<file path="config.mk">
export PLATFORM = sky130hd
export DESIGN_NAME = overcurrent_step_limiter_unit
export DESIGN_NICKNAME = d
export VERILOG_FILES = /design/src/hw/rtl/osl_pkg.sv /design/src/hw/rtl/osl_motor_bank.sv /design/src/hw/rtl/overcurrent_step_limiter_unit.sv
export SDC_FILE = /design/constraint.sdc
export NUM_CORES = 1
export LEC_CHECK = 0
export BUFFER_PORTS_ARGS = -buffer_cell sky130_fd_sc_hd__buf_2
export CAP_MARGIN = 20
export CORE_MARGIN = 3
export CORE_UTILIZATION = 45
export DETAILED_ROUTE_END_ITERATION = 6
export MAX_ROUTING_LAYER = met4
export PLACE_DENSITY = 0.66
export SETUP_SLACK_MARGIN = 0.15
export SLEW_MARGIN = 10
export SYNTH_ARGS = -nofsm -noshare
export SYNTH_HDL_FRONTEND = slang
export SYNTH_HIERARCHICAL = 1
export SYNTH_SLANG_ARGS = --single-unit
</file>
<file path="constraint.sdc">
create_clock -name i_clk -period 4.4 [get_ports i_clk]
set_input_delay 0.88 -clock i_clk [delete_from_list [all_inputs] [get_ports i_clk]]
set_output_delay 0.88 -clock i_clk [all_outputs]
set_load 0.005 [all_outputs]
</file>
<file path="src/hw/rtl/osl_pkg.sv">
// Package for the overcurrent step limiter: types, register indexes, reset values
// and the command scaling function. No dependencies.
package osl_pkg;

    // Limit levels
    typedef enum logic [1:0] {
        LVL_FULL    = 2'd0,
        LVL_HALF    = 2'd1,
        LVL_QUARTER = 2'd2,
        LVL_OFF     = 2'd3
    } t_level;

    // Configuration register indexes
    localparam int CFG_IDX_W = 1;
    localparam logic [CFG_IDX_W-1:0] REG_CURRENT_LIMIT     = 1'd0;
    localparam logic [CFG_IDX_W-1:0] REG_HYSTERESIS_PERIOD = 1'd1;

    // Field widths
    localparam int CUR_W    = 16;
    localparam int LIMIT_W  = 16;
    localparam int PERIOD_W = 10;
    localparam int CNT_W    = 12;
    localparam int IDX_W    = 2;

    // Reset values and defaults
    localparam logic [LIMIT_W-1:0]  LIMIT_RESET  = 16'd16384;
    localparam logic [PERIOD_W-1:0] PERIOD_RESET = 10'd100;
    localparam int MOTOR_COUNT_DEFAULT = 4;

    // Live configuration handed to the motor bank
    typedef struct packed {
        logic [LIMIT_W-1:0]  trip_limit;
        logic [PERIOD_W-1:0] dwell_period;
    } t_cfg;

    // Scale a command by the level; divisions truncate toward zero
    function automatic logic signed [CUR_W-1:0] osl_scale(
        input logic signed [CUR_W-1:0] cmd,
        input t_level                  lvl
    );
        logic signed [CUR_W:0] ext;
        logic signed [CUR_W:0] half_v;
        logic signed [CUR_W:0] quarter_v;
        logic signed [CUR_W-1:0] res;
        ext       = {cmd[CUR_W-1], cmd};
        // add divisor-1 to negative values so the arithmetic shift rounds toward zero
        half_v    = (ext + (cmd[CUR_W-1] ? 17'sd1 : 17'sd0)) >>> 1;
        quarter_v = (ext + (cmd[CUR_W-1] ? 17'sd3 : 17'sd0)) >>> 2;
        case (lvl)
            LVL_FULL:    res = cmd;
            LVL_HALF:    res = half_v[CUR_W-1:0];
            LVL_QUARTER: res = quarter_v[CUR_W-1:0];
            default:     res = '0;
        endcase
        return res;
    endfunction

endpackage

</file>
<file path="src/hw/rtl/osl_motor_bank.sv">
// Per-motor limit level and hysteresis counter with the single-pass update logic.
// Depends on osl_pkg.
module osl_motor_bank #(
    parameter int MOTOR_COUNT = osl_pkg::MOTOR_COUNT_DEFAULT
) (
    input  logic                                i_clk,
    input  logic                                i_rst_n,
    input  logic                                i_upd,
    input  logic [osl_pkg::IDX_W-1:0]           i_motor_index,
    input  logic signed [osl_pkg::CUR_W-1:0]    i_measured_current,
    input  logic signed [osl_pkg::CUR_W-1:0]    i_commanded_current,
    input  osl_pkg::t_cfg                       i_cfg,
    output logic signed [osl_pkg::CUR_W-1:0]    o_limited_current,
    output osl_pkg::t_level                     o_limit_level
);

    localparam int CNT_W = osl_pkg::CNT_W;

    osl_pkg::t_level               r_level [MOTOR_COUNT];
    logic signed [CNT_W-1:0]       r_count [MOTOR_COUNT];

    logic                          hit;
    osl_pkg::t_level               cur_lvl;
    logic signed [CNT_W-1:0]       cur_cnt;
    logic [osl_pkg::CUR_W:0]       mag;
    logic signed [CNT_W-1:0]       per_s;
    logic signed [CNT_W-1:0]       n_cnt;
    osl_pkg::t_level               n_lvl;

    // Read the addressed motor's state
    always_comb begin
        hit     = 1'b0;
        cur_lvl = osl_pkg::LVL_FULL;
        cur_cnt = '0;
        for (int i = 0; i < MOTOR_COUNT; i++) begin
            if (int'(i_motor_index) == i) begin
                hit     = 1'b1;
                cur_lvl = r_level[i];
                cur_cnt = r_count[i];
            end
        end
    end

    // Absolute current, 17 bits so full-scale negative does not wrap
    assign mag   = i_measured_current[osl_pkg::CUR_W-1]
                   ? (~{1'b1, i_measured_current} + 17'd1)
                   : {1'b0, i_measured_current};
    assign per_s = $signed({{(CNT_W-osl_pkg::PERIOD_W){1'b0}}, i_cfg.dwell_period});

    // Hysteresis step
    always_comb begin
        n_lvl = cur_lvl;
        if (mag > {1'b0, i_cfg.trip_limit}) begin
            if (cur_lvl == osl_pkg::LVL_FULL) begin
                n_lvl = osl_pkg::LVL_HALF;
            end
            n_cnt = cur_cnt + 12'sd1;
            if (n_cnt > per_s) begin
                if (n_lvl != osl_pkg::LVL_OFF) begin
                    n_lvl = osl_pkg::t_level'(n_lvl + 2'd1);
                end
                n_cnt = '0;
            end
        end else begin
            n_cnt = cur_cnt - 12'sd1;
            if (n_cnt < -per_s) begin
                if (n_lvl != osl_pkg::LVL_FULL) begin
                    n_lvl = osl_pkg::t_level'(n_lvl - 2'd1);
                end
                n_cnt = '0;
            end
        end
    end

    // Write back the addressed motor
    always_ff @(posedge i_clk) begin
        for (int i = 0; i < MOTOR_COUNT; i++) begin
            if (!i_rst_n) begin
                r_level[i] <= osl_pkg::LVL_FULL;
                r_count[i] <= '0;
            end else if (i_upd && int'(i_motor_index) == i) begin
                r_level[i] <= n_lvl;
                r_count[i] <= n_cnt;
            end
        end
    end

    // Result; an unknown motor reads as off with no drive
    assign o_limit_level     = hit ? n_lvl : osl_pkg::LVL_OFF;
    assign o_limited_current = hit ? osl_pkg::osl_scale(i_commanded_current, n_lvl) : '0;

endmodule

</file>
<file path="src/hw/rtl/overcurrent_step_limiter_unit.sv">
// Overcurrent step limiter top level: input register, motor bank, result register.
// Depends on osl_pkg and osl_motor_bank.
//
// Usage:
//  - Input words (motor index, measured current, commanded current) arrive on
//    i_in_valid / o_in_ready; results (limited current, limit level) leave on
//    o_out_valid / i_out_ready. Every input word yields exactly one result word.
//  - An accepted word waits in the input register, then enters the result register
//    once that slot is free or draining. Throughput is one word per cycle while
//    results drain, set by the level/counter read-modify-write between the registers.
//  - Configuration writes use i_cfg_valid / o_cfg_ready with i_cfg_index
//    (0 current limit, 1 hysteresis period) and i_cfg_data; o_cfg_ready is
//    always high. Write only while no word is in flight.
//  - Synchronous active-low reset puts every motor at full level with a zero
//    counter and loads limit 16384, period 100.
//  - When the receiver stalls the result word holds; one more word waits in the
//    input register, then o_in_ready drops until the result is taken.
module overcurrent_step_limiter_unit #(
    parameter int MOTOR_COUNT = osl_pkg::MOTOR_COUNT_DEFAULT
) (
    input  logic                                i_clk,
    input  logic                                i_rst_n,
    input  logic                                i_in_valid,
    output logic                                o_in_ready,
    input  logic [osl_pkg::IDX_W-1:0]           i_motor_index,
    input  logic signed [osl_pkg::CUR_W-1:0]    i_measured_current,
    input  logic signed [osl_pkg::CUR_W-1:0]    i_commanded_current,
    output logic                                o_out_valid,
    input  logic                                i_out_ready,
    output logic signed [osl_pkg::CUR_W-1:0]    o_limited_current,
    output logic [1:0]                          o_limit_level,
    input  logic                                i_cfg_valid,
    output logic                                o_cfg_ready,
    input  logic [osl_pkg::CFG_IDX_W-1:0]       i_cfg_index,
    input  logic [osl_pkg::LIMIT_W-1:0]         i_cfg_data
);

    logic                               r_in_vld;
    logic [osl_pkg::IDX_W-1:0]          r_idx;
    logic signed [osl_pkg::CUR_W-1:0]   r_meas;
    logic signed [osl_pkg::CUR_W-1:0]   r_cmd;
    logic                               r_out_vld;
    logic signed [osl_pkg::CUR_W-1:0]   r_res;
    osl_pkg::t_level                    r_lvl;
    osl_pkg::t_cfg                      r_cfg;

    logic                               adv;
    logic                               in_acc;
    logic signed [osl_pkg::CUR_W-1:0]   n_res;
    osl_pkg::t_level                    n_lvl;

    // Handshake: move a word forward when the result slot is free or draining
    assign adv        = r_in_vld && (!r_out_vld || i_out_ready);
    assign o_in_ready = !r_in_vld || adv;
    assign in_acc     = i_in_valid && o_in_ready;
    assign o_cfg_ready = 1'b1;

    // Configuration registers
    always_ff @(posedge i_clk) begin
        if (!i_rst_n) begin
            r_cfg.trip_limit   <= osl_pkg::LIMIT_RESET;
            r_cfg.dwell_period <= osl_pkg::PERIOD_RESET;
        end else if (i_cfg_valid) begin
            case (i_cfg_index)
                osl_pkg::REG_CURRENT_LIMIT:
                    r_cfg.trip_limit <= i_cfg_data;
                osl_pkg::REG_HYSTERESIS_PERIOD:
                    r_cfg.dwell_period <= i_cfg_data[osl_pkg::PERIOD_W-1:0];
                default: ;
            endcase
        end
    end

    // Input register
    always_ff @(posedge i_clk) begin
        if (!i_rst_n) begin
            r_in_vld <= 1'b0;
        end else if (o_in_ready) begin
            r_in_vld <= i_in_valid;
        end
    end

    always_ff @(posedge i_clk) begin
        if (in_acc) begin
            r_idx  <= i_motor_index;
            r_meas <= i_measured_current;
            r_cmd  <= i_commanded_current;
        end
    end

    osl_motor_bank #(
        .MOTOR_COUNT (MOTOR_COUNT)
    ) u_bank (
        .i_clk               (i_clk),
        .i_rst_n             (i_rst_n),
        .i_upd               (adv),
        .i_motor_index       (r_idx),
        .i_measured_current  (r_meas),
        .i_commanded_current (r_cmd),
        .i_cfg               (r_cfg),
        .o_limited_current   (n_res),
        .o_limit_level       (n_lvl)
    );

    // Result register
    always_ff @(posedge i_clk) begin
        if (!i_rst_n) begin
            r_out_vld <= 1'b0;
        end else if (adv) begin
            r_out_vld <= 1'b1;
        end else if (i_out_ready) begin
            r_out_vld <= 1'b0;
        end
    end

    always_ff @(posedge i_clk) begin
        if (adv) begin
            r_res <= n_res;
            r_lvl <= n_lvl;
        end
    end

    assign o_out_valid       = r_out_vld;
    assign o_limited_current = r_res;
    assign o_limit_level     = r_lvl;

endmodule

</file>
======== Word level (Yosys, flattened, before mapping) ========
Memories as Yosys holds them, arrays and structs flattened.
Cells that the tools add are included.
storage, ports and cells
  flip-flop bits (word level) ............. 80
  bits in writable memories ............... 56
  bits of input ports ..................... 56
  output and inout port bits .............. 21
  word-level logic and storage cells ...... 104
  memories kept ........................... 2
operators by class
  add/sub/neg operators ................... 8
  $lt $le $gt $ge ......................... 3
  eq/ne operators ......................... 6
  mux-type cells .......................... 49
  bitwise operators ....................... 10
  reductions and logical operators ........ 17
memories
  memory          depth  width  rd ports  clocked after Yosys merged registers in  wr ports  line                  source
  u_bank.r_count  4      12     4         0                                        4         osl_motor_bank.sv:20  logic signed [CNT_W-1:0] r_count [MOTOR_COUNT];
  u_bank.r_level  4      2      4         0                                        4         osl_motor_bank.sv:19  osl_pkg::t_level r_level [MOTOR_COUNT];
operators with widths
  operator                 count
  $mux W12                 11
  $pmux W16 S3             1
  $mux W2                  16
  $mux W1                  20
  $add A16 B2 Y17          1
  $add A16 B3 Y17          1
  $add A17 B1 Y17 const B  1
  $gt A17 B16 Y1           1
  $mux W17                 1
  $not A17 Y17             1
  $add A12 B2 Y12 const B  1
  $gt A12 B11 Y1           1
  $lt A12 B12 Y1           1
  $neg A10 Y12             1
  $sub A12 B2 Y12 const B  1
  $or A1 B1 Y1             8
  $eq A2 B2 Y1 const B     3
  $logic_and A1 B1 Y1      6
  $logic_not A2 Y1         3
  $eq A2 B1 Y1 const B     2
  $reduce_and A2 Y1        2
  $reduce_bool A2 Y1       2
  $add A2 B1 Y2 const B    1
  $logic_not A1 Y1         2
  other kinds (4)          5

======== Longest topological paths before layout ========
Gate-level depths: netlist (run 1).
  depth after elaboration ................. 14
  gate-level depth with buffers ........... 20

======== Cells and area by module ========
Netlist (run 1), hierarchy kept.
modules (own cells, without submodules)
  module                         instances  cells each  area an instance (µm²)
  osl_motor_bank                 1          574         5173.7
  overcurrent_step_limiter_unit  1          170         2691.3

======== Least setup slack after synthesis (run 1) ========
OpenSTA, ideal clock, no wires.
  path type ............................... register -> register
  start point ............................. register r_idx[0] (netlist name)
  end point ............................... register r_res (netlist bit o_limited_current[8]) (data pin)
  library setup time ...................... 0.259 ns
  arrival ................................. 3.980 ns
  required time ........................... 4.141 ns
  path slack .............................. 0.161 ns
  cell stages (with the launch flop) ...... 19
  path buffers ............................ 1
  clock period less this slack ............ 4.239 ns
  cells stage by stage .................... edfxtp_1 -> buf_6 -> mux4_2 -> and3_4 -> and3b_4 -> and3_1 -> xor2_1 -> ha_1 -> a211oi_1 -> o21ai_0 -> o21ai_0 -> a21oi_1 -> o31ai_1 -> o21a_1 -> a221oi_4 -> nand2_2 -> clkinv_2 -> o211a_1 -> o31a_1
on the way
  word-level cells in the longest chain between the ends .. 14
  elaborated cells between the ends (all ways) .. 36
RTL lines
  item                                                                      line                                  source
  from (decl)                                                               overcurrent_step_limiter_unit.sv:39   logic [osl_pkg::IDX_W-1:0] r_idx;
  from (signal assigned)                                                    overcurrent_step_limiter_unit.sv:85   r_idx <= i_motor_index;
  parallel branches: the longest is 14 deep, another holds $sub A12 B2 Y12  --
  to (signal assigned)                                                      overcurrent_step_limiter_unit.sv:118  r_res <= n_res;
  to (decl)                                                                 overcurrent_step_limiter_unit.sv:43   logic signed [osl_pkg::CUR_W-1:0] r_res;
Several ways; the timed one is not identified. The select of a mux whose other input is x is not followed.
A chain may end at the register's enable or synchronous reset.

======== Worst setup path after layout (run 1) ========
  start point ............................. register r_meas[2] (netlist name)
  end point ............................... register r_res (netlist bit o_limited_current[0]) (data pin)
on the way
  word-level cells in the longest chain between the ends .. 7
  elaborated cells between the ends (all ways) .. 9
RTL lines
  item                                        line                                 source
  from (decl)                                 overcurrent_step_limiter_unit.sv:40  logic signed [osl_pkg::CUR_W-1:0] r_meas;
  from (signal assigned)                      overcurrent_step_limiter_unit.sv:86  r_meas <= i_measured_current;
  $not A17 Y17                                osl_motor_bank.sv:46                 ? (~{1'b1, i_measured_current} + 17'd1)
  $add A17 B1 Y17                             osl_motor_bank.sv:46
  $mux W17 *                                  osl_motor_bank.sv:46
  $gt A17 B16 Y1 *                            osl_motor_bank.sv:53                 if (mag > {1'b0, i_cfg.trip_limit}) begin
  $mux W2 *                                   osl_motor_bank.sv:53
  $eq A2 B2 Y1, or another cell as far along  osl_pkg.sv:49                        case (lvl)
  $pmux W16 S3 *                              osl_pkg.sv:49
Every way passes the cells marked *; elsewhere a longest branch is shown, timed or not.

==> results of run 1 <==
==> metrics by stage <==
step / util (%) / instance area, um2 / setup WS (ns) / hold WS [ns]
final: 58.03 / 9759 / 0.2029 / 0.4615
after global placement: 51.32 / 8631 / 0.08733 / 0.4478
after floorplan: - / 7865 / 0.1614 / 0.4347
after global routing: 58.03 / 9759 / -0.01114 / 0.4726
after detailed placement: 51.32 / 8631 / -0.05291 / 0.4484
after CTS: 56.07 / 9430 / 0.1431 / 0.4611
==> state kept, by name (all words and copies together) (netlist names) <==
register,count
u_bank/r_count,48
r_cfg,26
o_limited_current,16
r_cmd,16
r_meas,16
u_bank/r_level,8
o_limit_level,2
r_idx,2
o_out_valid,1
r_in_vld,1
==> layout by cell type, fill, tap and decap left out, types with 4 or more instances in the layout <==
cell type and count:
nand4_1 11, clkbuf_16 18, o31ai_1 5, a21oi_1 9
and3_1 4, dfxtp_1 28, a22oi_2 4, buf_4 50
a22oi_1 5, mux4_2 14, xor2_1 18, nor2_1 78
clkinvlp_4 4, ha_1 40, xnor2_1 38, buf_2 75
nand3_1 29, nor2b_1 7, nand2b_1 4, o21ai_0 13
nand2_1 90, edfxtp_1 108, bufinv_16 4, a21oi_2 6
o211ai_1 12, nor3_1 5, o22ai_1 4, buf_12 4
nor2_2 4, o21ai_1 11, inv_1 42, mux2i_1 27
o21a_1 8
==> final cells by class <==
class	instances	area [um2]
Clock inverter	12	178.9
Timing Repair Buffer	133	889.6
Sequential cell	136	3804
Fill cell	1413	7059
Multi-Input combinational cell	525	3999
Clock buffer	17	425.4
Inverter	45	180.2
Tap cell	220	275.3
Timing Repair inverter	1	7.507
==> cells by family (layout without fill, tap and decap cells) <==
logic type | count (synthesis) | after routing | synth area share [%]
buffers and inverters | 83 | 208 | 4.788
AOI/OAI and AO/OA | 109 | 109 | 9.832
adders and majority gates | 43 | 43 | 6.841
and+or+nand+nor | 271 | 271 | 16.00
DFF | 136 | 136 | 48.36
xor gates and xnor gates | 60 | 60 | 6.682
muxes | 41 | 41 | 7.445
other | 1 | 1 | 0.04768
==> tightest hold or removal path, delay by kind of cell, from the launching register on <==
| family | cells | cell delay, ns |
|---|---|---|
| flops | 1 | 0.31 |
| mux | 1 | 0.05 |
| simple gates | 1 | 0.05 |
==> power groups by stage <==
stage / registers [mW] / logic, mW / clock network [mW]
5_1_grt: 1.55 / 1.08 / 1.56
4_1_cts: 1.55 / 0.899 / 1.50
3_5_place_dp: 1.57 / 0.843 / 0
2_1_floorplan: 1.55 / 0.558 / 0
3_3_place_gp: 1.57 / 0.817 / 0
6_report: 1.55 / 0.996 / 1.48
==> per-layer routing <==
layer	up-vias	track usage, %	part of all wire (%)
met5	-	-	0
met3	36	4.351	4.6
li1	2898	-	-
met4	0	6.916	2.5
met1	2912	24.78	43
met2	182	33.74	50
==> repair_timing <==
action,in CTS,in global routing
buffers inserted,11,9
pin swaps,14,27
gates cloned,0,2
resized for setup,22,46
setup endpoints to repair,64,69
==> cell usage after synthesis (2+ instances only) <==
library cell	n
o22ai_1	4
o2111ai_1	3
mux4_2	14
ha_1	43
edfxtp_1	108
or3_1	4
o211ai_1	12
o32ai_1	4
mux2i_1	27
a211oi_1	4
a21boi_0	2
nand2b_1	4
nor3_1	8
nand3_1	30
a21oi_1	16
xnor2_1	39
nand2_1	94
and2_1	3
a22oi_1	9
buf_2	11
nand4_1	11
nand4b_1	2
nand3b_1	3
nor4_1	4
buf_6	4
dfxtp_1	28
nor4b_1	2
o21ai_0	18
nor2b_1	8
nor2_1	81
inv_1	43
and3_1	5
o31ai_1	8
o21a_1	8
clkbuf_1	20
o21ai_1	7
or2_2	2
xor2_1	21
a21o_1	2
==> path summary, 6_finish.rpt <==
kind | end | cells past startpoint | start | slack [ns]
min | r_cfg[22]$_SDFFE_PN0P_ | 2 | r_cfg[22]$_SDFFE_PN0P_ | 0.46
max reg2reg | o_limited_current[0]$_DFFE_PP_ | 18 | r_meas[2]$_DFFE_PP_ | 0.20
max | o_limited_current[0]$_DFFE_PP_ | 18 | r_meas[2]$_DFFE_PP_ | 0.20
min reg2reg | r_cfg[22]$_SDFFE_PN0P_ | 2 | r_cfg[22]$_SDFFE_PN0P_ | 0.46
==> impl_metrics.csv, run 1 <==
group,metric,value,unit
die,fp.dieW,138.2,um
die,io_pins,77,
timing,layout_min_cycle_time,4.197,ns
clocking,cts_tree,"yes",
timing,setup_tns,0,ns
layout,insertedDiodeCount,0,
placement,io_buffers,75,
worst_setup_path,worstPathCellList,"nor3_2 > nand3_1 > or3_1 > or3_4 > nand2_1 > xnor2_1 > ha_1 > nand4_1 > buf_4 > o2111ai_2 > o21a_1 > nor2_1 > buf_4 > a221oi_4 > nand2_2 > buf_12 > nand2_1 > o22ai_1",
clocking,cts_root_buf,"clkbuf_16",
yosys,netlist_area,7865,um2
layout,nets,958,
detailed_routing,route.detailed.drc,0,
global_routing,grt_pass1_vias,6051,
timing,clock_skew,0.006906,ns
worst_setup_path,slowest_stage,"edfxtp_1",
timing,hold_viol,0,
timing,drv_slew,0,
yosys,synthFlopType,"edfxtp_1",
clocking,cts_num_sinks,136,
worst_setup_path,startpoint_type,"register",
hold_path,hold_class,"reg2reg",
detailed_routing,vias,6028,
die,die_h,138.2,um
detailed_routing,dr.pass1.iters,5,
worst_setup_path,path_buf_inv,3,
yosys,synthesis.nets,843,
global_routing,gr-total-overflow,0,
global_routing,track_usage,20.33,%
detailed_routing,wl,19.48,mm
yosys,yosysTopAreaCellShare,41.23,%
placement,gp_congestion,0.9153,
worst_setup_path,critical_path_class,"reg2reg",
yosys,async_reset_ff_share,0,%
clocking,clkSlewWorstSetupHoldPaths,0.06,ns
die,initial_core_util,46.76,%
placement,dp.cells,1037,
power,peakVddDrop,310.9,uV
timing,fmax,238.3,MHz
die,die_area,19100,um2
yosys,ys_ff_latch,136,
yosys,yosysTopAreaCell,"edfxtp_1",
yosys,synthDistinctLibCells,67,
clocking,clockBufferDepth,2,
status,status,"completed",
timing,rsz0062_at_grt,"yes",
die,placementRows,47,
clocking,hold_buffers,0,
clocking,cts_made_buffers,17,
yosys,synthCells,744,
clocking,clk_latency,0.42,ns
worst_setup_path,cp_top_family,"simple AND/OR/NAND/NOR gates",
yosys,yosysSeqAreaShare,48.36,%
die,core,16820,um2
timing,finalCritPeriodShare,95.39,%
yosys,synthTopCellsByArea,"edfxtp_1 41%, dfxtp_1 7.1%, ha_1 6.8%, nand2_1 4.5%, xnor2_1 4.3%",
power,powerDensity,411.9,nW/um2
worst_setup_path,cp.arrival,4.35,ns
detailed_routing,drtIter0Drc,375,
detailed_routing,ant_nets,0,
layout,stdcell_count,1089,
yosys,synth_edf_count,108,
power,seqPwrFrac,38.5,%
clocking,htree_levels,4,
global_routing,grt_max_degree,52,
power,p_int,2.879,mW
yosys,yosys_warnings,6,
power,p_total,4.020,mW
power,p_sw,1.141,mW
global_routing,antenna_found_initial,0,
layout,layout-drive-gt1-share,27.73,%
detailed_routing,via_per_inst,5.535,
yosys,syn_avg_cell_area,10.57,um2
worst_setup_path,crit_required,4.55,ns
worst_setup_path,max_stage_delay,0.44,ns
placement,hpwl,13.63,mm
worst_setup_path,cp-end-kind,"register",
timing,setup_viol,0,
layout,area_growth,24.09,%
worst_setup_path,crit_fanout,20,
detailed_routing,wl_per_cell,17.89,um
power,p_sw_share,28.38,%
power,pwr-share-clk,36.7,%
timing,relSlewSlack,42.71,%
global_routing,grt_pass1_wl,30.27,mm
flow_run,drv_cap,0,
timing,worst_pin_slew,0.8594,ns
power,p_leak,3.793,nW
power,combinationalPowerShare,24.8,%
(Power assumes the default switching activity.)
==> run 2, diff against run 1 <==
- ABC_AREA: not set -> 0
- SYNTH_HIERARCHICAL: 1 -> not set
==> run 2 against run 1 <==
  * The run now ends with negative setup slack left
  * Die area shrank 0.30%
  * Critical path type unchanged
  * Routed wire length is essentially flat
  * Power shrank 1.1%
  * Cell count grew 0.64%
==> impl_metrics.csv, run 2 <==
group,metric,value,unit
status,status,"finished with violations",
status,violations,"negative setup slack",
yosys,async_reset_ff_share,0,%
die,die_area,19040,um2
die,io_pins,77,
yosys,synthCells,738,
worst_setup_path,cp-end-kind,"register",
clocking,clk_latency,0.41,ns
clocking,htree_levels,4,
placement,io_buffers,75,
yosys,yosysSeqAreaShare,48.52,%
yosys,synth_top_family_by_area,"simple AND/OR/NAND/NOR gates",
yosys,synthFlopType,"edfxtp_1",
detailed_routing,ant_nets,0,
global_routing,grt_max_degree,37,
global_routing,track_usage,21.16,%
timing,relSlewSlack,45.45,%
flow_run,drv_cap,0,
yosys,yosys_warnings,0,
clocking,cts_root_buf,"clkbuf_16",
global_routing,antenna_found_initial,0,
yosys,synthesis.nets,837,
yosys,synth_compound_area_share,10.23,%
worst_setup_path,max_stage_delay,0.46,ns
worst_setup_path,cp_top_family,"buffers and inverters",
die,initial_core_util,46.62,%
die,placementRows,47,
placement,hpwl,13.67,mm
layout,stdcell_count,1096,
detailed_routing,vias,6061,
power,peakVddDrop,314.2,uV
hold_path,hold_class,"reg2reg",
timing,rsz0062_at_grt,"yes",
placement,gp_congestion,0.8928,
die,fp.dieW,138.0,um
clocking,clockBufferDepth,2,
layout,insertedDiodeCount,0,
yosys,syn_avg_cell_area,10.62,um2
global_routing,grt_pass1_vias,6020,
layout,final_common_cell,"edfxtp_1",
worst_setup_path,worstPathCellList,"buf_6 > buf_6 > mux4_2 > nor4_4 > nand2_1 > buf_4 > buf_4 > xnor2_1 > ha_1 > nand4_1 > nor3_2 > o41ai_2 > a31oi_1 > buf_4 > mux2i_4 > mux2i_4 > buf_12 > a211o_1 > o211ai_1",
layout,final_cell_mix,"108 x edfxtp_1, 91 x nand2_1, 84 x nor2_1",
global_routing,grt_pass1_wl,30.23,mm
die,die_h,138.0,um
timing,layout_min_cycle_time,4.430,ns
detailed_routing,route.detailed.drc,0,
power,powerDensity,405.7,nW/um2
power,p_leak,3.723,nW
clocking,clkSlewWorstSetupHoldPaths,0.06,ns
layout,nets,962,
detailed_routing,wl_per_cell,17.79,um
clocking,cts_num_sinks,136,
layout,layout-drive-gt1-share,27.51,%
timing,finalCritPeriodShare,100.7,%
clocking,cts_tree,"yes",
worst_setup_path,cp.arrival,4.68,ns
die,core,16820,um2
layout,reg_top3,"u_bank.r_count x48, r_cfg x26",
detailed_routing,dr.pass1.iters,5,
worst_setup_path,critical_path_class,"reg2reg",
timing,fmax,225.7,MHz
worst_setup_path,startpoint_type,"register",
layout,area_growth,24.99,%
detailed_routing,via_per_inst,5.530,
worst_setup_path,crit_top_cell,"buf_4",
worst_setup_path,crit_fanout,26,
detailed_routing,drtIter0Drc,513,
layout,fillers,1392,
placement,dp.cells,1030,
yosys,synthDistinctLibCells,65,
timing,clock_skew,0.009726,ns
timing,hold_viol,0,
placement,placed_area,8563,um2
yosys,ys_ff_latch,136,
timing,setup_ws,-0.03027,ns
yosys,muxShareOfSynthArea,6.049,%
worst_setup_path,crit_required,4.65,ns
worst_setup_path,slowest_stage,"mux4_2",
layout,largest_reg_flops,48,
yosys,synthAdderAreaFrac,6.862,%
yosys,synth_most_common_cell,"edfxtp_1",
layout,final_area,9799,um2
layout,regMostFlops,"u_bank.r_count",
yosys,netlist_top_cells_count,"108 x edfxtp_1, 94 x nand2_1, 89 x nor2_1, 51 x xnor2_1, 43 x ha_1",
global_routing,gr-total-overflow,0,
timing,setup_viol,1,
detailed_routing,wl,19.50,mm
timing,worst_pin_slew,0.8140,ns
worst_setup_path,path_buf_inv,6,
clocking,cts_made_buffers,17,
yosys,netlist_area,7840,um2
yosys,yosysTopAreaCellShare,41.37,%
yosys,synthTopCellsByArea,"edfxtp_1 41%, dfxtp_1 7.1%, ha_1 6.9%, xnor2_1 5.7%, nand2_1 4.5%",
yosys,yosys.area_share.simple,16.74,%
yosys,yosysTopAreaCell,"edfxtp_1",
timing,drv_slew,0,
yosys,synth_xor_area_share,7.150,%
yosys,synth_edf_count,108,
-- run 2: changes by cell type in the layout (fill, tap and decap cells not counted), sizes merged, moves of 6 or more --
cell    previous run  this run
a21boi             2        23
nor3               8        14
o211ai            12         5
xnor2             39        51
a22oi              9         0
nor2              82        89
xor2              21        13
a32oi              0         8
mux2i             27        12
-- run 2: area by class of cell --
class | count | area (um2) | share of cell area, %
multi-input cells | 527 | 3990 | 40.72
flip-flops and latches | 136 | 3804 | 38.82
repair buffers | 137 | 927.1 | 9.461
clock buffers | 17 | 425.4 | 4.341
well taps | 220 | 275.3 | 2.809
clock inverters | 15 | 197.7 | 2.017
inverters | 42 | 165.2 | 1.685
repair inverters | 2 | 15.01 | 0.1532
-- run 2: path summary, 6_finish.rpt --
path | start | end | slack [ns] | cells after the start
worst max-delay path | r_idx[0]$_DFFE_PP_ | o_limited_current[9]$_SDFFCE_PN0P_ | -0.03 | 19
worst min register to register | r_cfg[20]$_SDFFE_PN0P_ | r_cfg[20]$_SDFFE_PN0P_ | 0.47 | 2
worst min-delay path | r_cfg[20]$_SDFFE_PN0P_ | r_cfg[20]$_SDFFE_PN0P_ | 0.47 | 2
worst max register to register | r_idx[0]$_DFFE_PP_ | o_limited_current[9]$_SDFFCE_PN0P_ | -0.03 | 19
-- run 2: worst reg2reg max path, stage by stage (launching register included) --
cell,delay [ns]
edfxtp_1,0.38
buf_6,0.14
buf_6,0.12
mux4_2,0.46
nor4_4,0.40
nand2_1,0.14
buf_4,0.16
buf_4,0.12
xnor2_1,0.36
ha_1,0.21
nand4_1,0.09
nor3_2,0.20
o41ai_2,0.10
a31oi_1,0.26
buf_4,0.21
mux2i_4,0.26
mux2i_4,0.13
buf_12,0.18
a211o_1,0.27
o211ai_1,0.09
-- run 2: report_power, final --
group          total, mW  internal [mW]  switching (mW)
Combinational      0.938          0.420           0.518
Clock               1.50          0.951           0.552
Sequential          1.53           1.49          0.0489
Total               3.98           2.86            1.12
-- run 2: stage by stage --
step | TNS [ns] | util, % | worst slack, ns | power (mW) | hold slack [ns]
after detailed placement | -0.1740 | 50.92 | -0.03553 | 2.321 | 0.4642
after global routing | -3.652 | 58.27 | -0.2306 | 4.148 | 0.4925
after floorplan | 0 | - | 0.2169 | 2.080 | 0.4435
after CTS | 0 | 55.68 | 0.1007 | 3.861 | 0.4729
after global placement | 0 | 50.92 | 0.09409 | 2.293 | 0.4548
final | -0.03027 | 58.27 | -0.03027 | 3.975 | 0.4711
-- run 2: cells by family (layout without fill, tap and decap cells) --
logic type,Yosys count,count (layout)
other,1,1
DFF,136,136
xor gates and xnor gates,64,64
and+or+nand+nor,281,281
buffers and inverters,75,213
adders and majority gates,43,43
AOI/OAI and AO/OA,110,110
muxes,28,28
-- run 2: timing repair --
action | 4_1_cts | 5_1_grt
gates resized for setup | 17 | 52
pin swaps | 7 | 23
gates cloned | 2 | 0
hold buffers | 0 | 0
setup endpoints to repair | 63 | 74
buffers inserted | 8 | 23
-- run 2: per-layer routing --
metal  track usage [%]  vias to the layer above  routed length, um
li1                  -                     2894                  -
met1             26.52                     2903               8266
met2             34.52                      226               9752
met3             4.318                       38               1066
met4             7.080                        0                412
met5                 -                        -                  0
==> run 3, diff against run 2 <==
- CAP_MARGIN: 20 -> 10
- CTS_BUF_LIST: not set -> sky130_fd_sc_hd__clkbuf_8
- SYNTH_HIERARCHICAL: not set -> 1
==> run 3 against run 2 <==
  * The run now ends clean
  * Combinational power is 7% higher
  * Non-clock buffer count is 5 lower
  * Final area is 2.4% lower
  * Register-to-register slack better by 0.24 ns
  * Global-route usage is 1.2 points lower
  * Sequential share of layout area is 0.95 points higher
  * Setup slack better by 0.24 ns
  * Critical path type unchanged
  * Largest cell class unchanged
  * Largest power group unchanged
  * Highest routed layer unchanged
==> impl_metrics.csv, run 3 (synthesis results as in run 1) <==
group,metric,value,unit
die,placementRows,47,
clocking,cts_root_buf,"clkbuf_8",
layout,fillers,1426,
timing,rsz0062_at_grt,"yes",
die,initial_core_util,46.76,%
layout,regMostFlops,"u_bank/r_count",
worst_setup_path,max_stage_delay,0.41,ns
timing,finalCritPeriodShare,95.24,%
layout,final_common_cell,"edfxtp_1",
clocking,cts_made_buffers,17,
global_routing,grt_pass1_vias,5979,
timing,drv_slew,0,
hold_path,hold_class,"reg2reg",
die,io_pins,77,
timing,whs,0.4641,ns
layout,area_growth,21.60,%
clocking,clk_latency,0.44,ns
power,pwr-share-clk,30.2,%
detailed_routing,wl,19.24,mm
worst_setup_path,startpoint_type,"register",
global_routing,grt_max_degree,52,
power,p_sw,1.093,mW
power,p_int,2.555,mW
power,powerDensity,381.4,nW/um2
timing,setup_viol,0,
detailed_routing,vias,6023,
worst_setup_path,slowest_stage,"edfxtp_1",
global_routing,grt_pass1_wl,29.84,mm
clocking,clkSlewWorstSetupHoldPaths,0.08,ns
detailed_routing,wl_per_cell,17.70,um
layout,largest_reg_flops,48,
layout,reg_top3,"u_bank/r_count x48, r_cfg x26",
timing,fmax,238.6,MHz
detailed_routing,ant_nets,0,
die,fp.dieW,138.2,um
clocking,clockBufferDepth,2,
worst_setup_path,crit_required,4.59,ns
timing,layout_min_cycle_time,4.191,ns
timing,clock_skew,0.008068,ns
clocking,hold_buffers,0,
global_routing,gr-total-overflow,0,
placement,gp_congestion,0.9153,
die,die_area,19100,um2
worst_setup_path,cp-end-kind,"register",
worst_setup_path,worstPathCellList,"nor3_2 > nand3_1 > or3_4 > or3_4 > nand2_1 > xnor2_1 > ha_1 > nand4_1 > a211oi_2 > o41a_1 > o21a_1 > nor2_1 > buf_4 > a221oi_4 > nand2_2 > inv_4 > buf_12 > mux2i_1 > o32ai_1",
timing,hold_viol,0,
clocking,cts_num_sinks,136,
detailed_routing,route.detailed.drc,0,
layout,post-route-util,56.87,%
clocking,htree_levels,4,
die,core,16820,um2
layout,stdcell_count,1087,
layout,layout-drive-gt1-share,28.14,%
detailed_routing,via_per_inst,5.541,
power,peakVddDrop,291.7,uV
layout,regArea,3804,um2
die,die_h,138.2,um
layout,nets,956,
placement,io_buffers,75,
global_routing,antenna_found_initial,0,
layout,insertedDiodeCount,0,
worst_setup_path,crit_fanout,7,
power,p_leak,3.703,nW
global_routing,track_usage,19.92,%
placement,dp.cells,1037,
timing,relSlewSlack,25.76,%
worst_setup_path,cp.arrival,4.38,ns
placement,hpwl,13.63,mm
power,p_sw_share,29.96,%
detailed_routing,drtIter0Drc,357,
layout,multi_input_area,4019,um2
clocking,cts_tree,"yes",
status,status,"completed",
timing,worst_pin_slew,1.111,ns
worst_setup_path,critical_path_class,"reg2reg",
power,seqPwrFrac,42.3,%
detailed_routing,dr.pass1.iters,5,
power,combinationalPowerShare,27.5,%
flow_run,drv_cap,0,
worst_setup_path,crit_top_cell,"or3_4",
layout,final_cell_mix,"108 x edfxtp_1, 89 x nand2_1, 77 x nor2_1",
## run 3: final timing paths
check             slack, ns  depth (start not counted)                              to              startpoint
setup / recovery       0.21                         19  o_limited_current[9]$_DFFE_PP_     r_meas[2]$_DFFE_PP_
hold / removal         0.46                          2          r_cfg[22]$_SDFFE_PN0P_  r_cfg[22]$_SDFFE_PN0P_
setup reg to reg       0.21                         19  o_limited_current[9]$_DFFE_PP_     r_meas[2]$_DFFE_PP_
hold reg to reg        0.46                          2          r_cfg[22]$_SDFFE_PN0P_  r_cfg[22]$_SDFFE_PN0P_
## run 3: per-layer routing
metal / GRT usage [%] / vias to the layer above / share of wire, %
li1: - / 2892 / -
met3: 3.833 / 23 / 4.3
met2: 33.50 / 161 / 51
met4: 6.032 / 0 / 1.7
met1: 24.51 / 2947 / 43
met5: - / - / 0
## run 3: area by class of cell
class	instances	area share (%)
sequential	136	39.77
clock inverter	12	1.871
tap	220	2.878
multi-input combinational	525	42.02
clock buffer	17	2.446
timing repair buffer	132	9.131
inverter	45	1.884
## run 3: power groups by stage
stage / logic [mW] / registers [mW] / clock network, mW
after floorplan: 0.558 / 1.55 / 0
after global placement: 0.817 / 1.57 / 0
after detailed placement: 0.843 / 1.57 / 0
after CTS: 0.887 / 1.54 / 1.12
after global routing: 1.08 / 1.55 / 1.19
final: 1.00 / 1.54 / 1.10
## run 3: stage by stage
step                      power [mW]  setup WS, ns  setup TNS, ns  cell area (um2)
after global routing           3.822      -0.04573       -0.04573             9564
after floorplan                2.104        0.1614              0             7865
final                          3.647        0.2095              0             9564
after CTS                      3.552        0.1445              0             9203
after global placement         2.387       0.08733              0             8631
after detailed placement       2.413      -0.05291        -0.1631             8631
## run 3: worst max-delay path, delay by kind of cell, from the launching register on
family | cells | cell delay (ns)
buffers and inverters | 3 | 0.37
adder cells (fa/ha/maj) | 1 | 0.30
AND/OR/NAND/NOR | 8 | 1.56
flip-flops | 1 | 0.41
XOR/XNOR | 1 | 0.08
multiplexers | 1 | 0.19
AO/OA/AOI/OAI | 5 | 1.01
## run 3: timing repair
item                       CTS  global route
setup buffers                9            11
setup endpoints to repair   64            70
gates cloned                 0             1
pin swaps                   11            37
resized for setup           18            56
